`config.mk`:
```
export PLATFORM = sky130hd
export DESIGN_NAME = byte_stream_reassembler
export DESIGN_NICKNAME = d
export VERILOG_FILES = /design/src/sv/bsr_pkg.sv /design/src/sv/byte_stream_reassembler.sv
export SDC_FILE = /design/constraint.sdc
export NUM_CORES = 1
export LEC_CHECK = 0
export BUFFER_PORTS_ARGS = -buffer_cell sky130_fd_sc_hd__buf_2
export CORE_UTILIZATION = 30
export CTS_CLUSTER_DIAMETER = 50
export DETAILED_ROUTE_END_ITERATION = 8
export PLACE_DENSITY = 0.42
export SYNTH_ARGS = -nofsm -noshare
export SYNTH_HDL_FRONTEND = slang
export SYNTH_SLANG_ARGS = --single-unit
```
`constraint.sdc`:
```
create_clock -name clk -period 9.3 [get_ports clk]
set_clock_uncertainty 0.1 [all_clocks]
set_input_delay 2.325 -clock clk [delete_from_list [all_inputs] [get_ports clk]]
set_output_delay 2.325 -clock clk [all_outputs]
set_load 0.01 [all_outputs]
```
`src/sv/bsr_pkg.sv`:
```
// Shared constants and types for the byte stream reassembler.
// Used by byte_stream_reassembler, bsr_checker and the testbench; depends on nothing else.
`default_nettype none

package bsr_pkg;

  localparam int WINDOW_DEPTH = 64;
  localparam int INDEX_BITS   = 48;
  localparam int BYTE_BITS    = 8;
  localparam int CAP_BITS     = 7;
  localparam int SLOT_BITS    = $clog2(WINDOW_DEPTH);
  localparam int PEND_BITS    = $clog2(WINDOW_DEPTH + 1);

  localparam logic [CAP_BITS-1:0] CAP_RESET = CAP_BITS'(64);

  // Input tdata: stream_index, data_byte; padded to whole bytes.
  localparam int S_FIELD_BITS = INDEX_BITS + BYTE_BITS;
  localparam int S_TDATA_BITS = ((S_FIELD_BITS + 7) / 8) * 8;

  // Output tdata: out_byte, stream_closed, pending_count; padded to whole bytes.
  localparam int M_FIELD_BITS = BYTE_BITS + 1 + PEND_BITS;
  localparam int M_TDATA_BITS = ((M_FIELD_BITS + 7) / 8) * 8;

  typedef enum logic [2:0] {
    ST_IDLE,
    ST_UPDATE,
    ST_DRAIN,
    ST_EMIT,
    ST_STATUS
  } state_t;

endpackage

`default_nettype wire

```
`src/sv/byte_stream_reassembler.sv`:
```
// Byte stream reassembler: puts indexed stream bytes back into order.
// Depends on bsr_pkg for widths, the window depth and the sequencer states.
// Checked by bsr_checker, which is bound to this module.
`default_nettype none

// One request is handled at a time. It is taken in the idle state, and the window
// update (store write, valid bit, end mark, close check) follows. Each released
// byte then takes two steps: the head check, which also reads the byte store at
// the head slot into a read register, and the load of the output register. An
// item that releases none takes the head check and the status result instead.
// Each output load waits while the output side stalls. The output register
// lets the last result wait while the next request is taken. The window
// capacity port is always ready.
module byte_stream_reassembler (
  input  wire logic                              clk,
  input  wire logic                              rst,
  // Input requests.
  input  wire logic                              s_tvalid,
  output      logic                              s_tready,
  // tdata from bit 0 up: stream_index, data_byte, zero padding
  input  wire logic [bsr_pkg::S_TDATA_BITS-1:0]  s_tdata,
  // tuser: has_byte
  input  wire logic                              s_tuser,
  // tlast: is_last
  input  wire logic                              s_tlast,
  // Results.
  output      logic                              m_tvalid,
  input  wire logic                              m_tready,
  // tdata from bit 0 up: out_byte, stream_closed, pending_count, zero padding
  output      logic [bsr_pkg::M_TDATA_BITS-1:0]  m_tdata,
  // tuser: out_valid
  output      logic                              m_tuser,
  // tlast: last_of_run
  output      logic                              m_tlast,
  // Window capacity register.
  input  wire logic                              cfg_valid,
  output      logic                              cfg_ready,
  input  wire logic [bsr_pkg::CAP_BITS-1:0]      cfg_data
);
  import bsr_pkg::*;

  state_t state, state_next;

  logic [CAP_BITS-1:0]     cap;
  logic [WINDOW_DEPTH-1:0] valid_bits;
  logic [INDEX_BITS-1:0]   next_exp;
  logic [INDEX_BITS-1:0]   end_pos;
  logic                    end_known;
  logic [PEND_BITS-1:0]    pend;
  logic                    closed;
  logic [SLOT_BITS-1:0]    head;

  logic [INDEX_BITS-1:0]   in_idx;
  logic [BYTE_BITS-1:0]    in_data;
  logic                    in_has;
  logic                    in_last;

  logic [BYTE_BITS-1:0]    byte_store [WINDOW_DEPTH];
  logic [BYTE_BITS-1:0]    rd_data;

  // Sequencer controls.
  logic upd_en, rd_en, emit_en, status_en;
  logic out_free, more;

  // Window update datapath.
  logic [CAP_BITS-1:0]    cap_eff;
  logic [INDEX_BITS-1:0]  off;
  logic [INDEX_BITS-1:0]  end_off;
  logic                   in_win;
  logic [SLOT_BITS:0]     slot_sum;
  logic [SLOT_BITS-1:0]   wr_slot;
  logic [INDEX_BITS-1:0]  end_cand;
  logic                   end_rec;
  logic [INDEX_BITS-1:0]  end_pos_upd;
  logic                   end_known_upd;
  logic                   close_upd;

  // Drain datapath.
  logic                   head_valid;
  logic [SLOT_BITS-1:0]   head_inc;
  logic [INDEX_BITS-1:0]  next_inc;

  assign cfg_ready = 1'b1;
  assign out_free  = !m_tvalid || m_tready;

  assign cap_eff  = (cap > CAP_BITS'(WINDOW_DEPTH)) ? CAP_BITS'(WINDOW_DEPTH) : cap;
  assign off      = in_idx - next_exp;
  assign end_off  = end_pos - next_exp;
  assign in_win   = in_has && (off < INDEX_BITS'(cap_eff))
                    && !(end_known && (off >= end_off));

  // off is below the capacity here, so head plus off stays under twice the depth.
  assign slot_sum = {1'b0, head} + {1'b0, off[SLOT_BITS-1:0]};
  assign wr_slot  = (slot_sum >= (SLOT_BITS+1)'(WINDOW_DEPTH))
                    ? SLOT_BITS'(slot_sum - (SLOT_BITS+1)'(WINDOW_DEPTH))
                    : slot_sum[SLOT_BITS-1:0];

  assign end_cand      = in_has ? (in_idx + INDEX_BITS'(1)) : in_idx;
  assign end_rec       = in_last && !end_known;
  assign end_pos_upd   = end_rec ? end_cand : end_pos;
  assign end_known_upd = end_known || end_rec;
  assign close_upd     = end_known_upd && (next_exp == end_pos_upd);

  assign head_valid = valid_bits[head];
  assign head_inc   = (head == SLOT_BITS'(WINDOW_DEPTH - 1)) ? '0 : head + SLOT_BITS'(1);
  assign next_inc   = next_exp + INDEX_BITS'(1);
  assign more       = !closed && head_valid;

  always_comb begin
    state_next = state;
    case (state)
      ST_IDLE:   if (s_tvalid) state_next = ST_UPDATE;
      ST_UPDATE: state_next = ST_DRAIN;
      ST_DRAIN:  state_next = more ? ST_EMIT : ST_STATUS;
      ST_EMIT:   if (out_free) state_next = more ? ST_DRAIN : ST_IDLE;
      ST_STATUS: if (out_free) state_next = ST_IDLE;
      default:   state_next = ST_IDLE;
    endcase
  end

  always_comb begin
    s_tready  = 1'b0;
    upd_en    = 1'b0;
    rd_en     = 1'b0;
    emit_en   = 1'b0;
    status_en = 1'b0;
    case (state)
      ST_IDLE:   s_tready  = 1'b1;
      ST_UPDATE: upd_en    = !closed;
      ST_DRAIN:  rd_en     = more;
      ST_EMIT:   emit_en   = out_free;
      ST_STATUS: status_en = out_free;
      default: begin
      end
    endcase
  end

  always_ff @(posedge clk) begin
    if (rst) begin
      state <= ST_IDLE;
    end else begin
      state <= state_next;
    end
  end

  // Request capture.
  always_ff @(posedge clk) begin
    if (s_tvalid && s_tready) begin
      in_idx  <= s_tdata[INDEX_BITS-1:0];
      in_data <= s_tdata[INDEX_BITS +: BYTE_BITS];
      in_has  <= s_tuser;
      in_last <= s_tlast;
    end
  end

  // Byte store. Writes happen only in the update cycle and reads only in the
  // drain cycle, so the two ports never touch the same entry at once.
  always_ff @(posedge clk) begin
    if (upd_en && in_win) begin
      byte_store[wr_slot] <= in_data;
    end
    if (rd_en) begin
      rd_data <= byte_store[head];
    end
  end

  // Window state.
  always_ff @(posedge clk) begin
    if (rst) begin
      cap        <= CAP_RESET;
      valid_bits <= '0;
      next_exp   <= '0;
      end_pos    <= '0;
      end_known  <= 1'b0;
      pend       <= '0;
      closed     <= 1'b0;
      head       <= '0;
    end else begin
      if (cfg_valid && cfg_ready) begin
        cap <= cfg_data;
      end
      if (upd_en) begin
        if (in_win && !valid_bits[wr_slot]) begin
          valid_bits[wr_slot] <= 1'b1;
          pend                <= pend + PEND_BITS'(1);
        end
        end_pos   <= end_pos_upd;
        end_known <= end_known_upd;
        closed    <= close_upd;
      end
      if (rd_en) begin
        valid_bits[head] <= 1'b0;
        head             <= head_inc;
        next_exp         <= next_inc;
        pend             <= pend - PEND_BITS'(1);
        closed           <= end_known && (next_inc == end_pos);
      end
    end
  end

  // Output register.
  always_ff @(posedge clk) begin
    if (rst) begin
      m_tvalid <= 1'b0;
    end else if (emit_en || status_en) begin
      m_tvalid <= 1'b1;
    end else if (m_tready) begin
      m_tvalid <= 1'b0;
    end
  end

  always_ff @(posedge clk) begin
    if (emit_en || status_en) begin
      m_tdata <= M_TDATA_BITS'({pend, closed, (emit_en ? rd_data : BYTE_BITS'(0))});
      m_tuser <= emit_en;
      m_tlast <= status_en || !more;
    end
  end

endmodule

`default_nettype wire

```
==> metrics <==
filler cell count in the final layout 13,800; clk sink count 782; Yosys reg bits 782; headroom to the max-slew limit 16.6%; async set-reset flop share out of synthesis 0%; worst vdd rail ir drop 164 uV; fraction of layout cells with a size suffix above 1 12.3%; Top FF cell, synth edfxtp_1; number of synthesized flops with an enable pin 596; dominant cells by area after synthesis edfxtp_1 (43%), dfxtp_1 (9.0%), ha_1 (4.8%); Setup violations, final 0; highest fanout seen on the critical path 64; multi-input gate area in the final layout 18,600 um2; detailed-route via count 33,000; cell type with the highest aggregate area in the netlist edfxtp_1; met1 track demand over resource 32.2%; most frequent cells in the layout edfxtp_1 (596), a22oi_1 (228), nor2_1 (217); number of routed nets with antenna violations 0; Util after Layout 35.2%; GR met2 Demand/Resource 35.4%; starting density of the core 30.2%; number of remaining DRC errors 0; post-cts sizing count 0; Net Count, Synth 4,042; number of H-tree levels 3; count of input and output buffers 89; Crit. End Element register; cts-stage hold buffer count 0; total setup buffers inserted after CTS 0; per-cell via count in the routed design 5.69; via count of the first global-routing pass 31,600; Post-Synthesis Mean Instance Area 10.9 um2; antenna violations before repair 2; setup TNS 0 ns; leading cell type in the layout, fill and taps excluded edfxtp_1; global-route wire length before repair 231,000 um; met3 global-route usage 2.42%; clock period minus worst slack 7.89 ns; top-area cell type share of the netlist area 43.2%; setup repair after global routing missed its margin no; leakage dissipation 16.0 nW; GRT Residual Overflow 0; clock network latency to the later pin of the worst-skew pair 0.76 ns; Maximum Capacitance Violations 0; routed wire length 160,000 um; highest clock frequency the design can meet 127 MHz; floorplan row count 136; Clock Tree Buf Depth 3; largest net degree at the start of global routing 72; HPWL after DPL 113,000 um; Syn. warnings 0; final standard cell area without fillers 48,300 um2; TritonCTS buffer count 110; arrival time at the worst endpoint 8.26 ns; crit start category register; CTS root buf clkbuf_16; final layout net count 4,149; unique cell type count in the Yosys netlist 94; Seq/Total Area, Yosys 52.1%; placeable core region 137,000 um2; final count of pins violating max slew 0; detailed-routing iteration count for the pre-antenna-repair pass 7; iteration-0 DRC count of the detailed router 3,318; Req. time, crit path 9.67 ns; number of I/O pins 91; placement-stage cell area 44,400 um2; Reg2Reg Depth 26; transition at the pin with the smallest max-transition slack 1.24 ns; y dimension of the die 374 um; total power per unit cell area 198 nW/um2; floorplan die area 140,000 um2; FF+latch area 21,600 um2; Final Wtd Congestion 0.895; clock tree from TritonCTS built; Final Cycle Share 84.8%; grt peak-use layer met2; Layout area overhead 16.4%; status completed; total global routing track utilization 22.3%; worst min-delay path category reg2reg; clock edge transition at the registers on the reported setup and hold paths 0.05 ns; Hold Fails Final Rpt 0; mapped cell area 41,500 um2; final routed wire length divided by cell count 27.6 um; cell count of the worst hold path 0; horizontal die dimension 374 um; worst setup path class reg2reg; gate count of the mapped netlist 3,808
[cell usage after synthesis, types with 39 or more instances]
cell type and number:
edfxtp_1 596, a22oi_1 228, nor2_1 219, a21oi_1 198, dfxtp_1 186, nand2_1 185, clkbuf_1 183, xnor2_1 166
ha_1 160, nor3_1 148, a211oi_1 140, nand3_1 126, o21ai_0 125, a31oi_1 104, inv_1 103, nand4_1 96
xor2_1 95, a21o_1 66, or3_1 40, and3_1 39
[critical path, cell delays in order, from the launching register on]
cell and delay, ns:
dfxtp_1 0.53, inv_1 0.25, ha_1 0.38, inv_1 0.08, or3_1 0.40, nor4_1 0.55
o31ai_1 0.25, a21oi_1 0.26, o221ai_1 0.24, o21ai_0 0.49, a21boi_0 0.21, o31ai_1 0.27
xnor2_1 0.19, ha_1 0.29, a21oi_1 0.13, a21oi_1 0.08, a21oi_1 0.26, nand4_1 0.14
nor3_1 0.25, nand4_1 0.11, nor4_1 0.24, nand4_1 0.16, nor4bb_1 0.38, nand3_2 0.15
buf_12 0.20, nor3_1 0.62, buf_4 0.26
[stage by stage]
stage | total power [mW] | cells | hold WS [ns] | setup WS [ns]
floorplan | 4.73 | 3808 | 0.331 | 2.84
global placement | 5.18 | 5597 | 0.369 | 1.68
detailed placement | 5.17 | 5597 | 0.365 | 1.63
CTS | 9.63 | 5802 | 0.378 | 1.59
global route | 9.88 | 5802 | 0.386 | 1.01
finish | 9.55 | 5804 | 0.369 | 1.41
[final timing paths]
kind | slack (ns) | to | startpoint
worst max-delay path | 1.41 | byte_store[22][3] | next_exp[13]
worst min-delay path | 0.37 | m_tdata[10] | pend[1]
worst max register to register | 1.41 | byte_store[22][3] | next_exp[13]
worst min register to register | 0.37 | m_tdata[10] | pend[1]
[state kept, by name (all words and copies together) (netlist names)]
signal      flops
byte_store    512
valid_bits     64
end_pos        48
in_idx         48
next_exp       48
m_tdata        16
in_data         8
rd_data         8
cap             7
pend            7
head            6
state           3
closed          1
end_known       1
in_has          1
in_last         1
m_tlast         1
m_tuser         1
m_tvalid        1
[cell families after synthesis]
group | Yosys count | share of synthesized area [%]
flip-flops | 782 | 52.1
AND/OR/NAND/NOR | 1069 | 13.4
AO/OA/AOI/OAI | 1143 | 19.1
adder cells (fa/ha/maj) | 164 | 5.02
XOR/XNOR | 261 | 5.51
buffers and inverters | 343 | 3.28
other | 1 | 0.00904
multiplexers | 45 | 1.56
[layer usage]
layer | vias to the layer above | routed length, um
li1 | 15100 | -
met1 | 16600 | 75100
met2 | 1077 | 73300
met3 | 206 | 7860
met4 | 0 | 3920
met5 | - | 0
[cell type report]
cell class / instances / area share (%)
repair buffers: 229 / 3.14
clock buffers: 124 / 5.81
well taps: 1794 / 4.65
diodes: 2 / 0.0104
multi-input cells: 2683 / 38.5
inverters: 109 / 0.847
flip-flops and latches: 782 / 44.8
clock inverters: 81 / 2.26
[report_power, final]
| part | switching (mW) | internal [mW] |
|---|---|---|
| logic | 0.797 | 0.445 |
| registers | 0.0689 | 3.80 |
| clock network | 1.75 | 2.68 |
No activity file was read; power rests on OpenSTA's default activity.
